`config.mk`:
```
export PLATFORM = sky130hd
export DESIGN_NAME = hci_uart_packet_deframer_flat
export DESIGN_NICKNAME = d
export VERILOG_FILES = /design/src/hw/rtl/hud_pkg.sv /design/src/hw/rtl/hud_in_if.sv /design/src/hw/rtl/hud_out_if.sv /design/src/hw/rtl/hud_cfg_if.sv /design/src/hw/rtl/hci_uart_packet_deframer.sv /design/src/hw/rtl/hud_step.sv /design/src/flat_wrapper.sv
export SDC_FILE = /design/constraint.sdc
export NUM_CORES = 1
export LEC_CHECK = 0
export ABC_AREA = 1
export BUFFER_PORTS_ARGS = -buffer_cell sky130_fd_sc_hd__clkbuf_2
export CORE_MARGIN = 5
export CORE_UTILIZATION = 52
export DETAILED_ROUTE_END_ITERATION = 16
export MAX_ROUTING_LAYER = met4
export PLACE_DENSITY = 0.79
export SLEW_MARGIN = 30
export SYNTH_ARGS = -nofsm -noshare
export SYNTH_HDL_FRONTEND = slang
export SYNTH_SLANG_ARGS = --single-unit
```
`constraint.sdc`:
```
create_clock -name clk -period 7.4 [get_ports clk]
set_input_delay 0.37 -clock clk [delete_from_list [all_inputs] [get_ports clk]]
set_output_delay 0.37 -clock clk [all_outputs]
set_load 0.03 [all_outputs]
```
`src/hw/rtl/hud_pkg.sv`:
```
// hud_pkg: shared types, codes and constants for the hci uart packet deframer
// no dependencies; used by the channel interfaces, hud_step and the top level
package hud_pkg;

  localparam int unsigned MAX_PACKET_BYTES_DEF = 2048;

  localparam int unsigned CNT_W   = 11;
  localparam int unsigned BYTE_W  = 8;
  localparam int unsigned STAT_W  = 3;
  localparam int unsigned KIND_W  = 2;
  localparam int unsigned LEN_W   = 16;
  localparam int unsigned SUM_W   = 17;
  localparam int unsigned CFG_IDX_W = 2;

  // operation codes
  localparam logic OP_RECEIVE = 1'b0;
  localparam logic OP_RESTART = 1'b1;

  // packet type bytes
  localparam logic [BYTE_W-1:0] TYPE_ACL   = 8'h02;
  localparam logic [BYTE_W-1:0] TYPE_SCO   = 8'h03;
  localparam logic [BYTE_W-1:0] TYPE_EVENT = 8'h04;

  // header lengths after the type byte
  localparam logic [CNT_W-1:0] HDR_EVENT = 11'd2;
  localparam logic [CNT_W-1:0] HDR_ACL   = 11'd4;
  localparam logic [CNT_W-1:0] HDR_SCO   = 11'd3;

  // offset of the low length byte of an acl header
  localparam logic [CNT_W-1:0] ACL_LEN_LO_OFS = 11'd2;

  // configuration register indexes
  localparam logic [CFG_IDX_W-1:0] REG_EVENT_MAX = 2'd0;
  localparam logic [CFG_IDX_W-1:0] REG_ACL_MAX   = 2'd1;
  localparam logic [CFG_IDX_W-1:0] REG_SCO_MAX   = 2'd2;

  localparam logic [CNT_W-1:0] EVENT_MAX_RST = 11'd260;
  localparam logic [CNT_W-1:0] ACL_MAX_RST   = 11'd1028;
  localparam logic [CNT_W-1:0] SCO_MAX_RST   = 11'd255;

  typedef enum logic [KIND_W-1:0] {
    KIND_NONE  = 2'd0,
    KIND_EVENT = 2'd1,
    KIND_ACL   = 2'd2,
    KIND_SCO   = 2'd3
  } kind_t;

  typedef enum logic [STAT_W-1:0] {
    ST_ACCEPTED   = 3'd0,
    ST_COMPLETE   = 3'd1,
    ST_ILLEGAL    = 3'd2,
    ST_UNEXPECTED = 3'd3,
    ST_TOO_LARGE  = 3'd4
  } status_t;

  typedef struct packed {
    kind_t              kind;
    logic [CNT_W-1:0]   byte_count;
    logic [CNT_W-1:0]   expected_count;
    logic               header_done;
    logic [BYTE_W-1:0]  len_lo;
  } hud_state_t;

  typedef struct packed {
    status_t            status;
    logic               byte_stored;
    logic [BYTE_W-1:0]  byte_out;
    logic [CNT_W-1:0]   byte_offset;
    kind_t              kind;
  } hud_result_t;

  typedef struct packed {
    logic [CNT_W-1:0] event_max;
    logic [CNT_W-1:0] acl_max;
    logic [CNT_W-1:0] sco_max;
  } hud_limits_t;

endpackage

```
`src/hw/rtl/hud_in_if.sv`:
```
// hud_in_if: received byte channel (valid/ready) of the deframer
// depends on hud_pkg for field widths
interface hud_in_if;
  logic                        valid;
  logic                        ready;
  logic                        operation;
  logic [hud_pkg::BYTE_W-1:0]  rx_byte;

  modport source (output valid, output operation, output rx_byte, input ready);
  modport sink   (input valid, input operation, input rx_byte, output ready);
endinterface

```
`src/hw/rtl/hud_out_if.sv`:
```
// hud_out_if: result channel (valid/ready) of the deframer
// depends on hud_pkg for field widths
interface hud_out_if;
  logic                        valid;
  logic                        ready;
  logic [hud_pkg::STAT_W-1:0]  status;
  logic                        byte_stored;
  logic [hud_pkg::BYTE_W-1:0]  byte_out;
  logic [hud_pkg::CNT_W-1:0]   byte_offset;
  logic [hud_pkg::KIND_W-1:0]  kind;

  modport source (output valid, output status, output byte_stored, output byte_out,
                  output byte_offset, output kind, input ready);
  modport sink   (input valid, input status, input byte_stored, input byte_out,
                  input byte_offset, input kind, output ready);
endinterface

```
`src/hw/rtl/hud_cfg_if.sv`:
```
// hud_cfg_if: configuration write channel (valid/ready) of the deframer
// depends on hud_pkg for index and data widths
interface hud_cfg_if;
  logic                          valid;
  logic                          ready;
  logic [hud_pkg::CFG_IDX_W-1:0] index;
  logic [hud_pkg::CNT_W-1:0]     data;

  modport source (output valid, output index, output data, input ready);
  modport sink   (input valid, input index, input data, output ready);
endinterface

```
`src/hw/rtl/hci_uart_packet_deframer.sv`:
```
// hci_uart_packet_deframer: h4 uart receive deframer, one result per item
// each accepted item is held in the input register, then its result in the result register
// throughput: one item per cycle unless the result side stalls, set by the single
// decision stage in hud_step; input and result registers are separated, stalls on the
// result side only hold the input side once both are full; rst_n is synchronous, active low,
// and clears parser state, stage valids and the limit registers to their defaults
module hci_uart_packet_deframer #(
  parameter int unsigned MAX_PACKET_BYTES = hud_pkg::MAX_PACKET_BYTES_DEF
) (
  input  logic       clk,
  input  logic       rst_n,
  hud_in_if.sink     in_ch,
  hud_out_if.source  out_ch,
  hud_cfg_if.sink    cfg_ch
);

  hud_pkg::hud_limits_t        limits_r;
  hud_pkg::hud_state_t         state_r;
  hud_pkg::hud_state_t         state_nxt;
  hud_pkg::hud_result_t        res_nxt;
  hud_pkg::hud_result_t        out_res_r;
  logic                        in_vld_r;
  logic                        in_op_r;
  logic [hud_pkg::BYTE_W-1:0]  in_byte_r;
  logic                        out_vld_r;
  logic                        adv;

  assign adv          = in_vld_r && (!out_vld_r || out_ch.ready);
  assign in_ch.ready  = !in_vld_r || adv;
  assign cfg_ch.ready = 1'b1;

  hud_step #(
    .MAX_PACKET_BYTES (MAX_PACKET_BYTES)
  ) u_step (
    .st        (state_r),
    .limits    (limits_r),
    .operation (in_op_r),
    .rx_byte   (in_byte_r),
    .st_nxt    (state_nxt),
    .res       (res_nxt)
  );

  always_ff @(posedge clk) begin
    if (!rst_n) begin
      limits_r.event_max     <= hud_pkg::EVENT_MAX_RST;
      limits_r.acl_max       <= hud_pkg::ACL_MAX_RST;
      limits_r.sco_max       <= hud_pkg::SCO_MAX_RST;
      state_r.kind           <= hud_pkg::KIND_NONE;
      state_r.byte_count     <= '0;
      state_r.expected_count <= '0;
      state_r.header_done    <= 1'b0;
      in_vld_r               <= 1'b0;
      out_vld_r              <= 1'b0;
    end else begin
      if (cfg_ch.valid) begin
        case (cfg_ch.index)
          hud_pkg::REG_EVENT_MAX: limits_r.event_max <= cfg_ch.data;
          hud_pkg::REG_ACL_MAX:   limits_r.acl_max   <= cfg_ch.data;
          hud_pkg::REG_SCO_MAX:   limits_r.sco_max   <= cfg_ch.data;
          default: ;
        endcase
      end
      if (in_ch.ready) begin
        in_vld_r <= in_ch.valid;
      end
      if (adv) begin
        state_r.kind           <= state_nxt.kind;
        state_r.byte_count     <= state_nxt.byte_count;
        state_r.expected_count <= state_nxt.expected_count;
        state_r.header_done    <= state_nxt.header_done;
        state_r.len_lo         <= state_nxt.len_lo;
        out_vld_r              <= 1'b1;
      end else if (out_ch.ready) begin
        out_vld_r <= 1'b0;
      end
    end
  end

  // payload registers, no reset
  always_ff @(posedge clk) begin
    if (in_ch.valid && in_ch.ready) begin
      in_op_r   <= in_ch.operation;
      in_byte_r <= in_ch.rx_byte;
    end
    if (adv) begin
      out_res_r <= res_nxt;
    end
  end

  assign out_ch.valid       = out_vld_r;
  assign out_ch.status      = out_res_r.status;
  assign out_ch.byte_stored = out_res_r.byte_stored;
  assign out_ch.byte_out    = out_res_r.byte_out;
  assign out_ch.byte_offset = out_res_r.byte_offset;
  assign out_ch.kind        = out_res_r.kind;

`ifndef SYNTHESIS
  // the parser never counts past the end it expects
  a_count_bound: assert property (@(posedge clk) disable iff (!rst_n)
    state_r.byte_count <= state_r.expected_count)
    else $error("byte count beyond expected count");

  a_hdr_needs_kind: assert property (@(posedge clk) disable iff (!rst_n)
    state_r.header_done |-> (state_r.kind != hud_pkg::KIND_NONE))
    else $error("header done with no packet kind");

  a_stored_status: assert property (@(posedge clk) disable iff (!rst_n)
    (out_vld_r && out_res_r.byte_stored) |->
      (out_res_r.status != hud_pkg::ST_ILLEGAL && out_res_r.status != hud_pkg::ST_UNEXPECTED))
    else $error("stored byte reported as rejected");

  a_illegal_idle: assert property (@(posedge clk) disable iff (!rst_n)
    (out_vld_r && out_res_r.status == hud_pkg::ST_ILLEGAL) |->
      (out_res_r.kind == hud_pkg::KIND_NONE))
    else $error("illegal type left a packet kind");

  // an item waiting in the input register is not dropped while the result stalls
  a_in_hold: assert property (@(posedge clk) disable iff (!rst_n)
    (in_vld_r && !adv) |=> in_vld_r)
    else $error("pending item lost");
`endif

endmodule

```
`src/hw/rtl/hud_step.sv`:
```
// hud_step: parser decision for one item, next parser state and the result
// depends on hud_pkg; purely combinational, used between the deframer's registers
module hud_step #(
  parameter int unsigned MAX_PACKET_BYTES = hud_pkg::MAX_PACKET_BYTES_DEF
) (
  input  hud_pkg::hud_state_t              st,
  input  hud_pkg::hud_limits_t             limits,
  input  logic                             operation,
  input  logic [hud_pkg::BYTE_W-1:0]       rx_byte,
  output hud_pkg::hud_state_t              st_nxt,
  output hud_pkg::hud_result_t             res
);

  localparam logic [hud_pkg::SUM_W-1:0] CAP = hud_pkg::SUM_W'(MAX_PACKET_BYTES - 1);

  logic [hud_pkg::CNT_W-1:0] cnt_inc;
  logic [hud_pkg::LEN_W-1:0] payload;
  logic [hud_pkg::CNT_W-1:0] reg_max;
  logic [hud_pkg::SUM_W-1:0] reg_max_w;
  logic [hud_pkg::SUM_W-1:0] limit;
  logic [hud_pkg::SUM_W-1:0] total;

  assign cnt_inc = st.byte_count + 11'd1;

  // the last header byte is the current byte, so the length comes from it and, for acl, len_lo
  always_comb begin
    case (st.kind)
      hud_pkg::KIND_ACL: begin
        payload = {rx_byte, st.len_lo};
        reg_max = limits.acl_max;
      end
      hud_pkg::KIND_SCO: begin
        payload = {8'h00, rx_byte};
        reg_max = limits.sco_max;
      end
      default: begin
        payload = {8'h00, rx_byte};
        reg_max = limits.event_max;
      end
    endcase
  end

  assign reg_max_w = {{(hud_pkg::SUM_W - hud_pkg::CNT_W){1'b0}}, reg_max};
  assign limit     = (reg_max_w < CAP) ? reg_max_w : CAP;
  assign total     = {1'b0, payload} + {{(hud_pkg::SUM_W - hud_pkg::CNT_W){1'b0}}, cnt_inc};

  always_comb begin
    st_nxt          = st;
    res.status      = hud_pkg::ST_ACCEPTED;
    res.byte_stored = 1'b0;
    res.byte_out    = rx_byte;
    res.byte_offset = '0;
    if (operation == hud_pkg::OP_RESTART) begin
      st_nxt.kind           = hud_pkg::KIND_NONE;
      st_nxt.byte_count     = '0;
      st_nxt.expected_count = '0;
      st_nxt.header_done    = 1'b0;
      res.byte_out          = '0;
    end else if (st.kind == hud_pkg::KIND_NONE) begin
      case (rx_byte)
        hud_pkg::TYPE_EVENT: begin
          st_nxt.kind           = hud_pkg::KIND_EVENT;
          st_nxt.expected_count = hud_pkg::HDR_EVENT;
        end
        hud_pkg::TYPE_ACL: begin
          st_nxt.kind           = hud_pkg::KIND_ACL;
          st_nxt.expected_count = hud_pkg::HDR_ACL;
        end
        hud_pkg::TYPE_SCO: begin
          st_nxt.kind           = hud_pkg::KIND_SCO;
          st_nxt.expected_count = hud_pkg::HDR_SCO;
        end
        default: res.status = hud_pkg::ST_ILLEGAL;
      endcase
    end else if (st.byte_count >= st.expected_count) begin
      res.status = hud_pkg::ST_UNEXPECTED;
    end else begin
      res.byte_stored   = 1'b1;
      res.byte_offset   = st.byte_count;
      st_nxt.byte_count = cnt_inc;
      if (st.byte_count == hud_pkg::ACL_LEN_LO_OFS) begin
        st_nxt.len_lo = rx_byte;
      end
      if (cnt_inc != st.expected_count) begin
        res.status = hud_pkg::ST_ACCEPTED;
      end else if (st.header_done) begin
        res.status = hud_pkg::ST_COMPLETE;
      end else if (total > limit) begin
        res.status = hud_pkg::ST_TOO_LARGE;
      end else begin
        // total fits in 11 bits here, so the new end cannot wrap
        st_nxt.expected_count = st.expected_count + payload[hud_pkg::CNT_W-1:0];
        st_nxt.header_done    = 1'b1;
        res.status = (payload == '0) ? hud_pkg::ST_COMPLETE : hud_pkg::ST_ACCEPTED;
      end
    end
    res.kind = st_nxt.kind;
  end

endmodule
```
`src/flat_wrapper.sv`:
```
// flat-port wrapper written by rule: the top's interface ports become plain ports
module hci_uart_packet_deframer_flat 
#(
  parameter int unsigned MAX_PACKET_BYTES = hud_pkg::MAX_PACKET_BYTES_DEF
)
  (clk, rst_n, in_ch_valid, in_ch_operation, in_ch_rx_byte, in_ch_ready, out_ch_valid, out_ch_status, out_ch_byte_stored, out_ch_byte_out, out_ch_byte_offset, out_ch_kind, out_ch_ready, cfg_ch_valid, cfg_ch_index, cfg_ch_data, cfg_ch_ready);
  hud_in_if in_ch_i ();
  hud_out_if out_ch_i ();
  hud_cfg_if cfg_ch_i ();
  input  logic clk;
  input  logic rst_n;
  input wire logic [$bits(in_ch_i.valid)-1:0] in_ch_valid;
  input wire logic [$bits(in_ch_i.operation)-1:0] in_ch_operation;
  input wire logic [$bits(in_ch_i.rx_byte)-1:0] in_ch_rx_byte;
  output wire logic [$bits(in_ch_i.ready)-1:0] in_ch_ready;
  output wire logic [$bits(out_ch_i.valid)-1:0] out_ch_valid;
  output wire logic [$bits(out_ch_i.status)-1:0] out_ch_status;
  output wire logic [$bits(out_ch_i.byte_stored)-1:0] out_ch_byte_stored;
  output wire logic [$bits(out_ch_i.byte_out)-1:0] out_ch_byte_out;
  output wire logic [$bits(out_ch_i.byte_offset)-1:0] out_ch_byte_offset;
  output wire logic [$bits(out_ch_i.kind)-1:0] out_ch_kind;
  input wire logic [$bits(out_ch_i.ready)-1:0] out_ch_ready;
  input wire logic [$bits(cfg_ch_i.valid)-1:0] cfg_ch_valid;
  input wire logic [$bits(cfg_ch_i.index)-1:0] cfg_ch_index;
  input wire logic [$bits(cfg_ch_i.data)-1:0] cfg_ch_data;
  output wire logic [$bits(cfg_ch_i.ready)-1:0] cfg_ch_ready;
  assign in_ch_i.valid = in_ch_valid;
  assign in_ch_i.operation = in_ch_operation;
  assign in_ch_i.rx_byte = in_ch_rx_byte;
  assign in_ch_ready = in_ch_i.ready;
  assign out_ch_valid = out_ch_i.valid;
  assign out_ch_status = out_ch_i.status;
  assign out_ch_byte_stored = out_ch_i.byte_stored;
  assign out_ch_byte_out = out_ch_i.byte_out;
  assign out_ch_byte_offset = out_ch_i.byte_offset;
  assign out_ch_kind = out_ch_i.kind;
  assign out_ch_i.ready = out_ch_ready;
  assign cfg_ch_i.valid = cfg_ch_valid;
  assign cfg_ch_i.index = cfg_ch_index;
  assign cfg_ch_i.data = cfg_ch_data;
  assign cfg_ch_ready = cfg_ch_i.ready;
  hci_uart_packet_deframer #(.MAX_PACKET_BYTES(MAX_PACKET_BYTES)) u_core (.clk(clk), .rst_n(rst_n), .in_ch(in_ch_i), .out_ch(out_ch_i), .cfg_ch(cfg_ch_i));
endmodule
```
==> flow_metrics.py <==
metrics = {
    "status": {
        "status": "finished, final reports clean",
    },
    "routing": {
        "postRouteWirelength_um": 16400,
        "drcViolationCount": 0,
        "met2_length_um": 7300,
        "vias_per_cell": 5.32,
        "vias": 5905,
        "wl_per_cell_um": 14.7,
        "routed.top_layer": "met4",
        "drt-met1-wl_um": 7480,
        "ant_nets": 0,
        "wl_met3_um": 988,
        "firstDrtPassIters": 5,
        "first_iter_violations": 491,
    },
    "timing": {
        "setup_viol": 0,
        "skew_ps": 12.9,
        "min_period_ps": 4650,
        "max_slew_margin_pct": 42.2,
        "rsz0062_at_grt": "false",
        "clock.fmax_ghz": 0.215,
        "tightest_slew_ps": 867,
        "setup_tns_ps": 0,
        "slew_viol_final": 0,
        "hold_viol": 0,
        "finalCritPeriodShare_pct": 62.9,
    },
    "die": {
        "die_h_um": 122,
        "num_rows": 40,
        "dieArea_um2": 14800,
        "initial_core_util_pct": 53.7,
        "core_area_um2": 12100,
        "die_x_um": 122,
        "io-pin-count": 55,
    },
    "global_route": {
        "grt.total_usage_pct": 23.5,
        "antenna_found_initial": 0,
        "grt_pass1_wl_um": 26400,
        "grt_pass1_vias": 5316,
        "grt_max_degree": 50,
        "overflow": 0,
    },
    "synth": {
        "synth_common_cells": "nand2_1 (208), nor2_1 (129), inv_1 (96), nand3_1 (62), dfxtp_1 (60)",
        "synth_most_common_cell": "nand2_1",
        "ys_types": 44,
        "synth_nets": 972,
        "yosys_most_used_dff": "dfxtp_1",
        "yosysTopAreaCell": "edfxtp_1",
        "netlist_instances": 894,
        "synth_top_area_share_pct": 19.4,
        "async_flop_share_pct": 0,
        "synth_area_um2": 6500,
        "yosysWarnings": 0,
        "ys_ff_latch": 102,
        "syn_avg_cell_area_um2": 7.27,
        "synthTopCellsByArea": "edfxtp_1 (19%), dfxtp_1 (18%), nand2_1 (12%)",
        "synth-edff-count": 42,
        "ys_seq_area_share_pct": 37.9,
    },
    "finish": {
        "antenna_cells": 0,
        "finalNetCount": 1015,
        "drive_above_1_share_pct": 11.6,
        "area_delta_synth_final_pct": 10.6,
    },
    "clock_network": {
        "cts_hold_buf": 0,
        "cts_setup_buffers": 0,
        "cts_tree": "yes",
        "cts.sink_count": 102,
        "cts-resized-gates": 0,
        "ctsHtreeMaxLevel": 3,
        "insertion_delay_ps": 360,
        "ctsLongestPathBuffers": 2,
        "cts_inserted_buffers": 9,
        "clockRootBuffer": "clkbuf_16",
        "path_clk_slew_ps": 80,
    },
    "worst_setup_path": {
        "path_class": "flip-flop to flip-flop",
        "path_max_fanout": 24,
        "crit_path_end_kind": "flip-flop",
        "start_kind": "flip-flop",
        "critPathArrivalTime_ps": 4960,
        "crit_required_ps": 7710,
    },
    "placement": {
        "dp_hpwl_um": 12600,
        "place.port_buffers": 53,
        "gp_congestion": 0.981,
    },
    "power": {
        "cellLeakagePower_nw": 3.32,
        "power_mw": 1.36,
        "ir_drop_mv": 0.154,
        "power.density_nw_per_um2": 189,
    },
    "flow_run": {
        "maxCapViolations": 0,
    },
    "hold_path": {
        "holdCritPathClass": "primary input to flip-flop",
    },
}
registers in the layout, summed over array words and instances (netlist names):
name	cells
u_core.in_byte_r	8
u_core.in_op_r	1
u_core.in_vld_r	1
u_core.limits_r	33
u_core.out_ch.byte_offset	11
u_core.out_ch.byte_out	8
u_core.out_ch.byte_stored	1
u_core.out_ch.kind	2
u_core.out_ch.status	3
u_core.out_ch.valid	1
u_core.state_r	33
layer usage:
| layer | vias up | global-route usage [%] |
|---|---|---|
| met1 | 2651 | 30.4 |
| met3 | 35 | 4.69 |
| met5 | - | - |
| li1 | 3027 | - |
| met2 | 192 | 35.7 |
| met4 | 0 | 10.2 |
stage by stage:
stage               utilization [%]  area [um^2]  std cells  worst slack [ps]  hold slack (ps)
floorplan                         -         6500        894              3780              421
global placement               56.9         6890       1093              3040              432
detailed placement             56.9         6900       1093              2840              438
CTS                            59.3         7180       1109              2820              174
global route                   59.3         7190       1110              2340              169
finish                         59.3         7190       1110              2750              185
critical path, stage by stage, from the launching register on:
cell and delay [ps]:
dfxtp_1 690, inv_2 140, nor2_4 300, inv_2 260, o21ai_1 340, inv_1 150, fa_1 470, inv_1 90
nand3_1 70, nand3_1 110, nand2_1 60, nand2_1 90, xor2_1 160, ha_1 260, a21o_1 180, nor2_1 110
nand3_1 80, nand2_1 70, nand2_1 50, nand2_1 50, nand3_1 60, nor2_1 130, nand3_2 100, nand2_4 190
nand2_2 110, nand2_1 100, nand2_1 50, nor2_1 110
report_power, final:
| part | switching (mW) | internal [mW] |
|---|---|---|
| Sequential | 0.0206 | 0.611 |
| Combinational | 0.177 | 0.0908 |
| Clock | 0.221 | 0.239 |
| Total | 0.419 | 0.941 |
final timing paths:
kind | from | end | slack (ps) | depth (start not counted)
min | in_ch_rx_byte[4] | u_core.in_byte_r[4] | 190 | 1
min reg2reg | u_core.limits_r[5] | u_core.limits_r[5] | 450 | 2
max reg2reg | u_core.state_r[32] | u_core.state_r[9] | 2750 | 27
max | u_core.state_r[32] | u_core.state_r[9] | 2750 | 27
layout make-up:
class                           count  area (um^2)
Sequential cell                   102         2460
Clock inverter                      6         45.0
Tap cell                          168          210
Multi-Input combinational cell    657         3520
Clock buffer                       10          239
Fill cell                        1187         4930
Inverter                          110          413
Timing Repair Buffer               57          293
cells by family (layout without fill, tap and decap cells):
kind of cell               Yosys count  in the layout  share of synthesized area [%]
other                                1              1                         0.0577
AOI/OAI and AO/OA                  132            132                           11.4
xor gates and xnor gates            18             18                           2.43
buffers and inverters              135            183                           8.12
adders and majority gates           51             51                           10.1
DFF                                102            102                           37.9
and+or+nand+nor                    455            455                           30.1
layout by cell type, fill, tap and decap left out, types with 2 or more instances in the layout:
master	n
nand2_1	208
nor2_1	129
inv_1	96
nand3_1	62
dfxtp_1	60
a21oi_1	53
clkbuf_2	52
ha_1	49
edfxtp_1	42
o21ai_0	37
nand4_1	19
inv_2	13
xor2_1	12
nor3_1	10
o22ai_1	10
nor2_2	9
clkbuf_16	9
o21bai_1	8
xnor2_1	6
nand2_2	5
o21ai_1	5
o31ai_1	4
nand3_2	3
o21a_1	3
clkinvlp_4	3
buf_4	3
a31oi_1	2
a21o_1	2
nand3b_1	2
nor2_4	2
o211ai_1	2
a211oi_1	2
nor4_1	2
fa_1	2
inv_6	2
buf_2	2
No activity file was read; power rests on OpenSTA's default activity.
